$ cat config.mk
export PLATFORM = sky130hd
export DESIGN_NAME = rvp_recip
export DESIGN_NICKNAME = d
export VERILOG_FILES = /design/src/design/rvp_pkg.sv /design/src/design/rvp_recip.sv
export SDC_FILE = /design/constraint.sdc
export NUM_CORES = 1
export LEC_CHECK = 0
export BUFFER_PORTS_ARGS = -buffer_cell sky130_fd_sc_hd__buf_2
export CORE_MARGIN = 2
export CORE_UTILIZATION = 25
export DETAILED_ROUTE_END_ITERATION = 8
export HOLD_SLACK_MARGIN = 0.06
export SKIP_LAST_GASP = 1
export SLEW_MARGIN = 20
export SYNTH_ARGS = -nofsm -noshare
export SYNTH_HDL_FRONTEND = slang
export SYNTH_SLANG_ARGS = --single-unit
$ cat constraint.sdc
create_clock -name clk -period 3.6 [get_ports clk]
set_input_delay 0.9 -clock clk [delete_from_list [all_inputs] [get_ports clk]]
set_output_delay 0.9 -clock clk [all_outputs]
set_load 0.1 [all_outputs]
$ cat src/design/rvp_pkg.sv
// Shared constants, types and helpers of the radial vignette pixel block.
package rvp_pkg;

	// Field and register widths
	localparam int POS_W = 12;
	localparam int DIM_W = 13;
	localparam int STR_W = 7;
	localparam int CH_W = 8;
	localparam int IDX_W = 2;

	// Gain fraction bits (Q1.FRAC)
	localparam int FRAC = 16;

	// Register indexes on the write port
	localparam logic [IDX_W-1:0] REG_FRAME_WIDTH = 2'd0;
	localparam logic [IDX_W-1:0] REG_FRAME_HEIGHT = 2'd1;
	localparam logic [IDX_W-1:0] REG_STRENGTH = 2'd2;

	localparam logic [DIM_W-1:0] DIM_MAX = 13'd4096;
	localparam logic [DIM_W-1:0] RST_WIDTH = 13'd640;
	localparam logic [DIM_W-1:0] RST_HEIGHT = 13'd480;
	localparam logic [STR_W-1:0] STR_MAX = 7'd100;

	// Front end: distance squared times reciprocal of corner distance squared
	localparam int DIFF_W = DIM_W;
	localparam int D2_W = 2 * DIFF_W + 1;
	localparam int INV_W = 32;
	localparam int PROD_W = D2_W + INV_W;
	localparam int TQ_W = PROD_W - (INV_W - FRAC);
	localparam int T_W = FRAC + 3;
	localparam logic [T_W-1:0] T_MAX = {3'b100, {FRAC{1'b0}}};

	// Square root pipelines: one root bit per stage
	localparam int ROOT_W = FRAC + 2;
	localparam int RAD_W = 2 * ROOT_W;
	localparam int REM_W = ROOT_W + 2;

	// Back end: d^1.5 times strength, divided by 125
	localparam int P_W = 2 * ROOT_W - FRAC;
	localparam int PS_W = P_W + STR_W;
	localparam int RCP_SHIFT = 32;
	localparam int RCP_W = 26;
	localparam logic [RCP_W-1:0] RCP_125 = RCP_W'((64'd1 << RCP_SHIFT) / 125 + 1);
	localparam int LM_W = PS_W + RCP_W;
	localparam int LOSS_W = LM_W - RCP_SHIFT;
	localparam int GAIN_W = FRAC + 1;
	localparam logic [GAIN_W-1:0] GAIN_ONE = {1'b1, {FRAC{1'b0}}};

	// Reciprocal divider
	localparam int M2_W = 2 * DIM_W;
	localparam int REMD_W = M2_W - 1;
	localparam int QUO_W = INV_W + 1;
	localparam int DIV_STEPS = QUO_W;
	localparam int CNT_W = 6;
	localparam logic [CNT_W-1:0] CNT_LAST = CNT_W'(DIV_STEPS - 1);
	localparam logic [63:0] RST_M2 = 64'(RST_WIDTH) * 64'(RST_WIDTH)
		+ 64'(RST_HEIGHT) * 64'(RST_HEIGHT);
	localparam logic [INV_W-1:0] INV_RESET = INV_W'((64'd1 << INV_W) / RST_M2);

	// Pipeline depth
	localparam int FRONT_STAGES = 4;
	localparam int BACK_STAGES = 5;
	localparam int LATENCY = FRONT_STAGES + 2 * ROOT_W + BACK_STAGES;

	// Word carried alongside the arithmetic
	typedef struct packed {
		logic [CH_W-1:0] red;
		logic [CH_W-1:0] green;
		logic [CH_W-1:0] blue;
		logic [ROOT_W-1:0] root;
	} side_t;

	function automatic logic [DIM_W-1:0] sat_dim(input logic [DIM_W-1:0] v);
		return (v > DIM_MAX) ? DIM_MAX : v;
	endfunction

	function automatic logic [STR_W-1:0] sat_strength(input logic [STR_W-1:0] v);
		return (v > STR_MAX) ? STR_MAX : v;
	endfunction

endpackage

$ cat src/design/rvp_recip.sv
// Sequential divider: reciprocal of the squared corner distance.
module rvp_recip (
	input  logic                          clk,
	input  logic                          arst_n,
	input  logic                          load,
	input  logic [rvp_pkg::DIM_W-1:0]     dim_w,
	input  logic [rvp_pkg::DIM_W-1:0]     dim_h,
	output logic                          busy,
	output logic [rvp_pkg::INV_W-1:0]     inv
);

	typedef enum logic [3:0] {
		ST_IDLE = 4'b0001,
		ST_LOAD = 4'b0010,
		ST_DIV  = 4'b0100,
		ST_DONE = 4'b1000
	} rcp_state_t;

	rcp_state_t state_q;
	logic [rvp_pkg::CNT_W-1:0] cnt_q;
	logic [rvp_pkg::INV_W-1:0] inv_q;
	logic [rvp_pkg::M2_W-1:0] m2_q;
	logic [rvp_pkg::REMD_W-1:0] rem_q;
	logic [rvp_pkg::QUO_W-1:0] quo_q;

	logic [rvp_pkg::M2_W-1:0] m2_c;
	logic [rvp_pkg::M2_W-1:0] rem_sh;
	logic fits;

	assign m2_c = {{rvp_pkg::DIM_W{1'b0}}, dim_w} * {{rvp_pkg::DIM_W{1'b0}}, dim_w}
		+ {{rvp_pkg::DIM_W{1'b0}}, dim_h} * {{rvp_pkg::DIM_W{1'b0}}, dim_h};

	// dividend is 2^32: a single one at the first step, zeros after
	assign rem_sh = {rem_q, (cnt_q == '0)};
	assign fits = (rem_sh >= m2_q);

	always_ff @(posedge clk or negedge arst_n) begin
		if (!arst_n) begin
			state_q <= ST_IDLE;
			cnt_q <= '0;
			inv_q <= rvp_pkg::INV_RESET;
		end else if (load) begin
			state_q <= ST_LOAD;
		end else begin
			unique case (state_q)
				ST_IDLE: begin
					state_q <= ST_IDLE;
				end
				ST_LOAD: begin
					state_q <= ST_DIV;
					cnt_q <= '0;
				end
				ST_DIV: begin
					cnt_q <= cnt_q + 1'b1;
					if (cnt_q == rvp_pkg::CNT_LAST) begin
						state_q <= ST_DONE;
					end
				end
				ST_DONE: begin
					if (m2_q == '0) begin
						inv_q <= '0;
					end else if (quo_q[rvp_pkg::QUO_W-1]) begin
						inv_q <= '1;
					end else begin
						inv_q <= quo_q[rvp_pkg::INV_W-1:0];
					end
					state_q <= ST_IDLE;
				end
				default: begin
					state_q <= ST_IDLE;
				end
			endcase
		end
	end

	always_ff @(posedge clk) begin
		if (state_q == ST_LOAD) begin
			m2_q <= m2_c;
			rem_q <= '0;
			quo_q <= '0;
		end else if (state_q == ST_DIV) begin
			rem_q <= fits ? rvp_pkg::REMD_W'(rem_sh - m2_q) : rem_sh[rvp_pkg::REMD_W-1:0];
			quo_q <= {quo_q[rvp_pkg::QUO_W-2:0], fits};
		end
	end

	assign busy = (state_q != ST_IDLE);
	assign inv = inv_q;

	a_inv_only_on_done: assert property (@(posedge clk) disable iff (!arst_n)
		!$stable(inv_q) |-> $past(state_q) == ST_DONE)
		else $error("reciprocal changed outside the done step");

	a_div_exit: assert property (@(posedge clk) disable iff (!arst_n)
		(state_q == ST_DIV && cnt_q == rvp_pkg::CNT_LAST && !load) |=> state_q == ST_DONE)
		else $error("divider did not finish after its last step");

	a_cnt_range: assert property (@(posedge clk) disable iff (!arst_n)
		state_q == ST_DIV |-> cnt_q <= rvp_pkg::CNT_LAST)
		else $error("divider step count out of range");

endmodule

==> Yosys cells after proc, flatten, opt, wreduce, memory -nomap -nowiden <==
Cells that the tools add are included.
{ "word_totals": {"rom_bits": 0, "mem_bits_rw": 0, "elab_cells": 31, "memories": 0, "latch_bits": 0, "register_bits": 126, "out_inout_bits": 33} }
{ "op_classes": {"order_cmp": 1, "shift": 0, "bitwise_logic": 1, "n_reduce_logical": 5, "n_mux": 7, "add_sub_neg": 3, "div_mod_pow": 0, "mul": 2, "eq_ne": 6} }
{ "op_table": {"columns": ["operator", "count"], "rows": [
  ["two-way mux 32 bit", 2],
  ["multiplier 13 x 13 -> 26 bit", 2],
  ["adder 26 bit", 1],
  ["greater-or-equal comparator 26 bit", 1],
  ["zero test 26 bit", 1],
  ["two-way mux 25 bit", 1],
  ["subtractor 25 bit", 1],
  ["one-hot mux 6 bit (2 select lines)", 1],
  ["two-way mux 4 bit", 2],
  ["one-hot mux 4 bit (2 select lines)", 1],
  ["adder 6 x 1 -> 6 bit (second input constant)", 1],
  ["equality test 6 bit (second input constant)", 1],
  ["zero test 6 bit", 1],
  ["equality test 4 x 2 -> 1 bit (second input constant)", 1],
  ["equality test 4 x 3 -> 1 bit (second input constant)", 1],
  ["equality test 4 bit (second input constant)", 1],
  ["!= test 4 x 1 -> 1 bit (second input constant)", 1],
  ["AND reduction 2 bit", 2],
  ["!= test 3 bit (second input constant)", 1],
  ["nonzero test 2 bit", 1],
  ["inverter 1 bit", 1]
]} }

==> Longest topological paths before layout <==
Gate-level depths: netlist of the first run.
{ "depth": {"depth_word": 4, "depth_mapped": 25} }

==> Worst setup path after synthesis of the first run <==
Ideal clock, no wire load.
{ "synth_timing": {"kind": "input-to-reg", "from": "input dim_w[8] in the netlist's numbering", "to": "register m2_q[23] in the netlist's numbering (data pin)", "cell_stages": 23, "setup_ns": 0.266, "required_time_ns": 3.334, "arrival_ns": 6.514, "setup_slack_ns": -3.180, "path_cell_list": "clkbuf_1 > nand2_1 > inv_1 > fa_1 > fa_1 > inv_1 > fa_1 > inv_1 > fa_1 > fa_1 > fa_1 > inv_1 > fa_1 > inv_1 > ha_1 > o21a_1 > nand4_1 > o2bb2ai_1 > o41ai_1 > nor2_1 > o21a_1 > o41ai_1 > xnor2_1"} }
{ "synth_via": {"elab_chain_len": 2} }
{ "synth_lines": {"columns": ["element", "line_no", "text"], "rows": [
  ["start: declaration", "rvp_recip.sv:6", "input logic [rvp_pkg::DIM_W-1:0] dim_w,"],
  ["multiplier 13 x 13 -> 26 bit", "rvp_recip.sv:30", "assign m2_c = {{rvp_pkg::DIM_W{1'b0}}, dim_w} * {{rvp_pkg::DIM_W{1'b0}}, dim_w}"],
  ["adder 26 bit", "rvp_recip.sv:31", "+ {{rvp_pkg::DIM_W{1'b0}}, dim_h} * {{rvp_pkg::DIM_W{1'b0}}, dim_h};"],
  ["via m2_c (one bit)", "rvp_recip.sv:26", "logic [rvp_pkg::M2_W-1:0] m2_c;"],
  ["end signal: assignment", "rvp_recip.sv:78", "m2_q <= m2_c;"],
  ["end: declaration", "rvp_recip.sv:22", "logic [rvp_pkg::M2_W-1:0] m2_q;"]
]} }
The timed path passes the listed nets, and every way through them passes these cells.
A chain may end at the register's enable or synchronous reset.

==> Worst setup path in the final report of the first run <==
{ "layout_timing": {"from": "input dim_h[1] in the netlist's numbering", "to": "register m2_q[24] in the netlist's numbering (data pin)"} }
{ "layout_via": {"elab_chain_len": 2} }
{ "layout_lines": {"columns": ["element", "line_no", "text"], "rows": [
  ["start: declaration", "rvp_recip.sv:7", "input logic [rvp_pkg::DIM_W-1:0] dim_h,"],
  ["multiplier 13 x 13 -> 26 bit", "rvp_recip.sv:31", null],
  ["adder 26 bit", "rvp_recip.sv:31", null],
  ["via m2_c (one bit)", "rvp_recip.sv:26", null]
]} }
The timed path passes the listed nets, and every way through them passes these cells.

==> results of run 1 <==
[cells by family (layout without fill, tap and decap cells)]
logic type,count (synthesis),after routing
muxes,21,21
other,1,2
AOI/OAI and AO/OA,225,225
buffers and inverters,418,670
xor gates and xnor gates,57,57
DFF,126,126
adders and majority gates,393,393
and+or+nand+nor,381,381
[worst max-delay path: stages]
cell      delay (ns)
buf_8           0.11
and2_4          0.16
fa_1            0.56
fa_1            0.45
fa_1            0.51
inv_1           0.05
fa_1            0.48
inv_1           0.05
fa_1            0.47
inv_1           0.05
fa_1            0.50
inv_2           0.04
fa_1            0.49
ha_4            0.33
o21a_1          0.13
o31a_1          0.18
o21bai_2        0.10
a21oi_2         0.24
o31ai_4         0.10
a21oi_4         0.22
o2111a_1        0.22
nor3_2          0.04
[stage by stage]
stage          TNS (ns)  std cells  cell area (sq um)
2_1_floorplan    -49.64       1622              15800
3_3_place_gp     -58.28       2610              18300
3_5_place_dp     -59.04       2610              18300
4_1_cts          -46.55       2654              19300
5_1_grt          -49.64       2665              19700
6_report         -46.53       2665              19700
[path summary, 6_finish.rpt]
path | startpoint | end | slack, ns
setup / recovery | dim_h[1] | m2_q[24] | -2.65
hold reg to reg | inv[24] | inv[24] | 0.47
min in group clk | inv[24] | inv[24] | 0.47
setup reg to reg | cnt_q[0] | rem_q[19] | 0.26
max in group asynchronous | arst_n | inv[4] | 2.74
hold / removal | arst_n | inv[27] | 0.47
[placed cells by master, fill, tap and decap left out, types with 29 or more instances in the layout]
| master | Yosys | final |
|---|---|---|
| nor2_1 | 86 | 80 |
| and2_1 | 87 | 71 |
| a21oi_1 | 37 | 29 |
| buf_2 | 0 | 36 |
| nand2_1 | 132 | 115 |
| xnor2_1 | 36 | 34 |
| dfxtp_1 | 58 | 57 |
| ha_1 | 149 | 129 |
| o21ai_0 | 59 | 51 |
| inv_1 | 365 | 353 |
| buf_4 | 0 | 194 |
| fa_1 | 244 | 233 |
| dfrtp_1 | 34 | 34 |
| buf_6 | 2 | 32 |
| a22o_1 | 35 | 35 |
[final cells by class]
cell class	instances	area share [%]
multi-input cells	1078	58.6
inverters	365	6.98
diodes	1	0.0127
well taps	790	5.02
clock buffers	19	2.30
flip-flops and latches	126	15.3
repair buffers	273	11.0
clock inverters	13	0.820
[state kept, by name (all words and copies together) (netlist names)]
signal / cells
quo_q: 33
state_q: 4
rem_q: 25
m2_q: 26
cnt_q: 6
inv: 32
[repair_timing]
action                     4_1_cts  5_1_grt
resized for setup               86       80
setup endpoints to repair       26       48
pin swaps                       22       51
setup buffers                   14       12
hold buffers                     0        0
[per-layer routing]
| metal | GRT usage, % | part of all wire [%] |
|---|---|---|
| met4 | 3.50 | 1.9 |
| met3 | 1.58 | 3.5 |
| met2 | 21.6 | 50 |
| met5 | 0 | 0.036 |
| met1 | 14.8 | 44 |
==> out/metrics.cfg, run 1 <==
[logic_synthesis]
synth-simple-area-share_pct = 11.9
synth_top_cell_by_area = fa_1
muxShareOfSynthArea_pct = 1.38
synth_async_sr_flop_share_pct = 33.3
synth_compound_area_share_pct = 9.95
synth_cells = 1622
synthFlopType = dfxtp_1
synth_area_per_cell_sq_um = 9.52
synth_area_leaders = fa_1, ha_1, inv_1
synth.most_common_cell = inv_1
syn_area_sq_um = 15400
yosys_warnings = 0
synth-xor-area-share_pct = 3.23
yosys.area_share.adder_pct = 43.7
synth_top_family_by_area = adder cells
ys_seq_elements = 126
synth_nets = 2044
synth_top_area_share_pct = 31.6
synth_commonest_cells = inv_1, fa_1, ha_1
ys_seq_area_share_pct = 19.4
synth_edf_count = 26
ys_types = 64

[placed_design]
dpl_worst_slack_ns = -3.39
post-dp-hpwl_um = 31100
gp_congestion = 0.863
io_buffers = 61

[timing]
maxSlewHeadroom_pct = 46.0
setup_ws_ns = -2.65
hold_viol = 0
worst_slew_pin_slew_ns = 0.808
skew_ns = 0.0115
post-route-period-util_pct = 174
setup_viol = 21
fmax_mhz = 160
slew_violations = 0
whs_ns = 0.469
rsz0062_at_grt = true
finalCriticalPeriod_ns = 6.25

[floorplan]
die_h_um = 253
ios = 62
die_w_um = 253
core_area_sq_um = 61400
die-area_sq_um = 63800
start_util_pct = 25.2
rows = 91

[setup_path]
ff2ff_path_depth = 15
cp.arrival_ns = 6.41
required_ns = 3.76
cp-start-kind = primary input
cp_max_fo = 4
worstSetupPathType = in2reg
critPathCaptureType = register

[route]
dr.pass1.iters = 5
vias_per_cell = 4.30
ant_nets = 0
wl_per_cell_um = 13.7
vias = 11500
drc = 0
first_iter_violations = 389
drt_wl_total_um = 36600

[layout]
areaGrowthSynthToFinish_pct = 27.5
multi_input_comb_area_sq_um = 11500
drive_gt1_share_pct = 24.1
finalNetCount = 2283
fill_cells = 6166
seq_area_sq_um = 3000
fin_util_pct = 32.1

[run_status]
status = finished, violations left
violations = negative setup slack

[hold_path]
hp-class = in2async

[clocking]
clk_latency_ns = 0.42
cts_max_level = 4
clk_pin_slew_worst_paths_ns = 0.06
numCtsBuffers = 17
root_buffer = clkbuf_16
cts_num_sinks = 126
cts_tree = yes
cts_buffer_depth = 2

[grt]
track_usage_pct = 12.0
grt-ovfl-total = 0
grt_pass1_vias = 12800
grt_pass1_wl_um = 62200
antenna_found_initial = 2
grt_max_degree = 45

[run]
maxCapViolations = 0

Power of run 1 is left out: the tool's default activity adds up to more than one toggle a clock period on the data nets, which glitch-free logic cannot reach.
==> run 2: changes to the inputs <==
Clock period 3.6 ns to 6.9 ns, I/O delays scaled along.
==> run 2 against run 1 <==
- the flow still finishes with violations (negative setup slack)
- core utilization down 0.70 points
- setup slack better by 2.5 ns
- routed wire length up 1.8%
- non-clock buffer count down 23
- register-to-register slack better by 2.8 ns
- via count about the same
- sequential share of layout area up 0.34 points
- cell count down 0.86%
- clock skew down 0.00088 ns
==> out/metrics.cfg, run 2 (same netlist as run 1, synthesis figures left out) <==
[setup_path]
r2r_start = cnt_q[0]  ; unchanged
crit_chain = buf_12 > buf_8 > and2_4 > buf_6 > fa_1 > fa_1 > fa_1 > fa_1 > fa_1 > fa_1 > inv_1 > fa_1 > inv_2 > ha_4 > o21a_1 > nand4_1 > o2bb2ai_2 > o41ai_4 > o21ai_1 > a21oi_1 > o21ba_2 > xnor2_2  ; was buf_8 > and2_4 > fa_1 > fa_1 > fa_1 > inv_1 > fa_1 > inv_1 > fa_1 > inv_1 > fa_1 > inv_2 > fa_1 > ha_4 > o21a_1 > o31a_1 > o21bai_2 > a21oi_2 > o31ai_4 > a21oi_4 > o2111a_1 > nor3_2
cpMaxStageDelayCell = fa_1  ; unchanged
cpMostUsedCell = fa_1  ; unchanged
worstSetupPathType = in2reg  ; unchanged
cp.arrival_ns = 7.22  ; was 6.41 ns
ff2ff_setup_slack_ns = 3.02  ; was 0.26 ns
critPathCaptureType = register  ; unchanged
critPathMaxStageDelay_ns = 0.56  ; about the same
critPathBufInv = 5  ; unchanged
cp-start-kind = primary input  ; unchanged
ff2ff_path_depth = 15  ; unchanged
required_ns = 7.07  ; was 3.76 ns
cp_max_fo = 6  ; was 4
cp.depth = 22  ; unchanged
critPathTopFamily = adder cells  ; unchanged
timing.rr.end = rem_q[18]  ; was rem_q[19]

[clocking]
cts_buffer_depth = 2  ; unchanged
clk_latency_ns = 0.42  ; about the same
clk_pin_slew_worst_paths_ns = 0.06  ; about the same
cts_tree = yes  ; unchanged
numCtsBuffers = 17  ; unchanged
cts_max_level = 4  ; unchanged
ctsHoldBuffers = 0  ; unchanged
cts_num_sinks = 126  ; unchanged
root_buffer = clkbuf_16  ; unchanged

[route]
drc = 0  ; unchanged
first_iter_violations = 481  ; was 389
ant_nets = 0  ; unchanged
wl_per_cell_um = 14.1  ; was 13.7 um
vias = 11500  ; about the same
vias_per_cell = 4.34  ; was 4.30
drt_wl_total_um = 37200  ; was 36600 um
dr.pass1.iters = 5  ; unchanged

[layout]
fill_cells = 6270  ; was 6166
seq_area_sq_um = 3000  ; unchanged
largest_register = quo_q  ; unchanged
multi_input_comb_area_sq_um = 11400  ; was 11500 sq um
layout_commonest_cell = inv_1  ; unchanged
largest_register_ff_count = 33  ; unchanged
fin_util_pct = 31.4  ; was 32.1%
final_cell_mix = inv_1, fa_1, buf_4  ; unchanged
areaGrowthSynthToFinish_pct = 24.7  ; was 27.5%
finalNetCount = 2260  ; was 2283
drive_gt1_share_pct = 21.6  ; was 24.1%

[placed_design]
gp_congestion = 0.903  ; was 0.863
post-dp-hpwl_um = 31300  ; was 31100 um
io_buffers = 61  ; unchanged

[run]
maxCapViolations = 0  ; unchanged

[floorplan]
rows = 91  ; unchanged
core_area_sq_um = 61400  ; unchanged
start_util_pct = 25.2  ; unchanged
die-area_sq_um = 63800  ; unchanged
ios = 62  ; unchanged
die_h_um = 253  ; unchanged
die_w_um = 253  ; unchanged

[hold_path]
hold_start = rem_q[7]
min_to = rem_q[7]
hold_depth = 2
hp-class = reg2reg  ; was in2async

[grt]
track_usage_pct = 12.3  ; was 12.0%
grt_pass1_vias = 12600  ; was 12800
grt_pass1_wl_um = 63500  ; was 62200 um
antenna_found_initial = 1  ; was 2
grt-ovfl-total = 0  ; unchanged
grt_max_degree = 45  ; unchanged

[timing]
setup_ws_ns = -0.155  ; was -2.65 ns
maxSlewHeadroom_pct = 36.7  ; was 46.0%
post-route-period-util_pct = 102
tns_ns = -0.643  ; was -46.53 ns
fmax_mhz = 142
slew_violations = 0  ; unchanged
rsz0062_at_grt = true  ; unchanged
worst_slew_pin_slew_ns = 0.949  ; was 0.808 ns
setup_viol = 8  ; was 21
finalCriticalPeriod_ns = 7.05
skew_ns = 0.0106  ; was 0.0115 ns
hold_viol = 0  ; unchanged

[run_status]
status = finished, violations left  ; unchanged
violations = negative setup slack  ; unchanged

-- run 2: what timing repair did --
| item | CTS | global route |
|---|---|---|
| gates resized for setup | 104 | 35 |
| endpoints found under the hold margin | 0 | 0 |
| endpoints found under the setup margin | 10 | 12 |
| pin swaps | 42 | 17 |
| buffers inserted | 18 | 4 |
-- run 2: area by class of cell --
class,count,area share [%]
multi-input combinational,1078,59.1
tap,790,5.13
antenna,1,0.0130
clock buffer,18,2.34
timing repair buffer,250,9.96
sequential,126,15.6
inverter,365,7.14
clock inverter,14,0.740
-- run 2: metrics by stage --
| stage | setup WS, ns | instance area, sq um | hold slack, ns | instances |
|---|---|---|---|---|
| 2_1_floorplan | -0.459 | 15700 | 0.436 | 1622 |
| 3_3_place_gp | -0.839 | 18000 | 0.458 | 2592 |
| 3_5_place_dp | -0.870 | 18000 | 0.465 | 2592 |
| 4_1_cts | -0.141 | 19100 | 0.475 | 2641 |
| 5_1_grt | -0.327 | 19300 | 0.496 | 2642 |
| 6_report | -0.155 | 19300 | 0.470 | 2642 |
-- run 2: worst reg2reg max path: stages, from the launching register on --
cell and delay, ns:
dfrtp_1 0.41, inv_1 0.08, ha_1 0.15, nor4b_1 0.46, nand2b_1 0.21, ha_1 0.27, fa_1 0.44, nor2b_4 0.18
o31ai_4 0.08, a21oi_2 0.23, a221oi_4 0.12, a21oi_2 0.26, a311oi_4 0.21, buf_4 0.30, a311o_1 0.31, a21oi_1 0.11
-- run 2: worst max-delay path by stage --
stage / from / endpoint / slack [ns]
floorplan: dim_w[11] / m2_q[23] / -0.46
detailed placement: dim_h[7] / m2_q[23] / -0.87
global placement: dim_h[7] / m2_q[23] / -0.84
global route: dim_w[11] / m2_q[23] / -0.33
CTS: dim_h[6] / m2_q[23] / -0.14
finish: dim_h[3] / m2_q[19] / -0.15
-- run 2: per-layer routing --
metal	track usage, %	wire length, um	vias to the layer above
li1	-	-	5534
met1	15.7	16500	5691
met2	21.6	18700	192
met3	1.36	999	47
met4	4.24	1030	0
met5	0	0	-
Power of run 2 is left out for the same reason.
==> run 3: changes to the inputs <==
Settings changed: CORE_UTILIZATION 25 to 65, CTS_CLUSTER_SIZE set to 28, PLACE_DENSITY set to 0.83, RECOVER_POWER set to 25.
==> run 3 against run 2 <==
- the run ends with max-capacitance violations, max-slew violations, negative setup slack left
- critical path depth did not move
- via count rose by 4.6%
- fmax fell by 3.0%
- non-clock buffer count fell by 24
- die area fell by 61%
- sequential share of layout area rose by 0.88 points
- clock skew rose by 0.0050 ns
- core utilization rose by 47 points
- first-iteration DRC count rose by 86%
- flip-flop and latch count did not move
- setup slack got worse by 0.22 ns
- critical path type unchanged
- highest routed layer unchanged
==> out/metrics.cfg, run 3 (same netlist as run 1, synthesis figures left out) <==
[timing]
post-route-period-util_pct = 105  ; was 102%
setup_ws_ns = -0.373  ; was -0.155 ns
worst_slew_pin_slew_ns = 2.25  ; was 0.949 ns
whs_ns = 0.459  ; was 0.470 ns
skew_ns = 0.0155  ; was 0.0106 ns
slew_violations = 72  ; was 0
rsz0062_at_grt = true  ; unchanged
finalCriticalPeriod_ns = 7.27  ; was 7.05 ns
fmax_mhz = 137  ; was 142 MHz
tns_ns = -2.56  ; was -0.643 ns
setup_viol = 11  ; was 8
hold_viol = 0  ; unchanged
maxSlewHeadroom_pct = -49.9  ; was 36.7%

[grt]
antenna_found_initial = 0  ; was 1
grt_pass1_wl_um = 61500  ; was 63500 um
grt-ovfl-total = 0  ; unchanged
grt_max_degree = 55  ; was 45
track_usage_pct = 31.5  ; was 12.3%
grt_pass1_vias = 12900  ; was 12600

[placed_design]
gp_congestion = 0.912  ; was 0.903
io_buffers = 61  ; unchanged
dpl-instance-area_sq_um = 17400  ; was 18000 sq um
place_inst = 2109  ; was 2592
post-dp-hpwl_um = 29300  ; was 31300 um

[floorplan]
start_util_pct = 66.0  ; was 25.2%
die-area_sq_um = 25000  ; was 63800 sq um
core_area_sq_um = 23400  ; was 61400 sq um
die_w_um = 158  ; was 253 um
ios = 62  ; unchanged
die_h_um = 158  ; was 253 um
rows = 56  ; was 91

[setup_path]
timing.rr.end = rem_q[2]  ; was rem_q[18]
worstSetupPathType = in2reg  ; unchanged
critPathLaunch = dim_h[12]  ; was dim_h[3]
crit_end = m2_q[23]  ; was m2_q[19]
cp-start-kind = primary input  ; unchanged
cp_max_fo = 3  ; was 6
ff2ff_setup_slack_ns = 3.06  ; was 3.02 ns
ff2ff_path_depth = 15  ; unchanged
r2r_start = cnt_q[0]  ; unchanged
cp.arrival_ns = 7.44  ; was 7.22 ns
required_ns = 7.07  ; about the same
critPathCaptureType = register  ; unchanged

[clocking]
numCtsBuffers = 17  ; unchanged
cts_buffer_depth = 2  ; unchanged
cts_tree = yes  ; unchanged
cts_num_sinks = 126  ; unchanged
clk_latency_ns = 0.42  ; about the same
root_buffer = clkbuf_16  ; unchanged
cts_max_level = 4  ; unchanged
clk_pin_slew_worst_paths_ns = 0.06  ; about the same

[layout]
final_cell_area_sq_um = 18200  ; was 19300 sq um
n_antenna_cell = 0  ; was 1
finalNetCount = 2236  ; was 2260
layout_commonest_cell = inv_1  ; unchanged
final_cell_mix = inv_1, fa_1, buf_4  ; unchanged
areaGrowthSynthToFinish_pct = 18.0  ; was 24.7%
largest_register_ff_count = 33  ; unchanged
drive_gt1_share_pct = 19.0  ; was 21.6%
largest_register = quo_q  ; unchanged
finalNonFillerCells = 2146  ; was 2642

[route]
vias_per_cell = 5.59  ; was 4.34
dr_wl_met3_um = 1670  ; was 999 um
wl_per_cell_um = 17.6  ; was 14.1 um
first_iter_violations = 896  ; was 481
drt-met1-wl_um = 14900  ; was 16500 um
ant_nets = 0  ; unchanged
drt_wl_total_um = 37800  ; was 37200 um
drc = 0  ; unchanged
dr.pass1.iters = 7  ; was 5
top_layer = met4  ; unchanged
vias = 12000  ; was 11500
route.met2.wl_um = 19400  ; was 18700 um

[hold_path]
hp-class = reg2reg  ; unchanged

[run_status]
status = finished, violations left  ; unchanged
violations = max-capacitance violations, max-slew violations, negative setup slack  ; was negative setup slack

[run]
maxCapViolations = 2  ; was 0

## run 3: cell types whose count changed in the layout (fill, tap and decap cells not counted), sizes merged
cell / change
clkbuf: +5
clkinv: -1
diode: -1
inv: +2
buf: -30
## run 3: through the flow
step	utilization, %	setup WS (ns)
after floorplan	-	-0.459
after global placement	74.1	-0.668
after detailed placement	74.1	-0.861
after CTS	77.2	-0.314
after global routing	77.9	-0.554
final	77.9	-0.373
## run 3: final cells by class
type                    count  area [sq um]
clock buffers              17           425
clock inverters            15           145
fillers                  1436          5170
inverters                 365          1370
multi-input cells        1078         11300
flip-flops and latches    126          3000
well taps                 319           399
repair buffers            226          1640
## run 3: worst min-delay path by stage
stage	start	endpoint	slack, ns	depth (start not counted)
after floorplan	quo_q[0]	quo_q[0]	0.44	2
after global placement	quo_q[0]	quo_q[0]	0.45	2
after detailed placement	quo_q[0]	quo_q[0]	0.45	2
after CTS	quo_q[0]	quo_q[0]	0.46	2
after global routing	quo_q[0]	quo_q[0]	0.47	2
final	quo_q[0]	quo_q[0]	0.46	2
## run 3: worst max-delay path, stage by stage
cell,delay [ns]
buf_8,0.11
and2_4,0.17
fa_1,0.55
inv_2,0.04
fa_1,0.55
inv_2,0.05
fa_1,0.47
fa_1,0.59
fa_1,0.43
fa_1,0.53
inv_2,0.05
fa_1,0.50
inv_2,0.05
ha_4,0.21
o21a_1,0.21
nand4_1,0.14
o2bb2ai_2,0.10
o41ai_2,0.26
nor2_1,0.12
o21a_2,0.25
o41ai_2,0.24
xnor2_1,0.10
## run 3: what timing repair did
| action | in CTS | in global routing |
|---|---|---|
| hold buffers | 0 | 0 |
| pin swaps | 6 | 8 |
| endpoints found under the setup margin | 10 | 13 |
| gates resized for setup | 29 | 51 |
| buffers inserted | 5 | 1 |
## run 3: per-layer routing
metal	track usage [%]	up-vias
met2	56.2	404
met3	4.43	137
met5	0	-
li1	-	5494
met1	37.9	5956
met4	14.4	0
Power of run 3 is left out for the same reason.
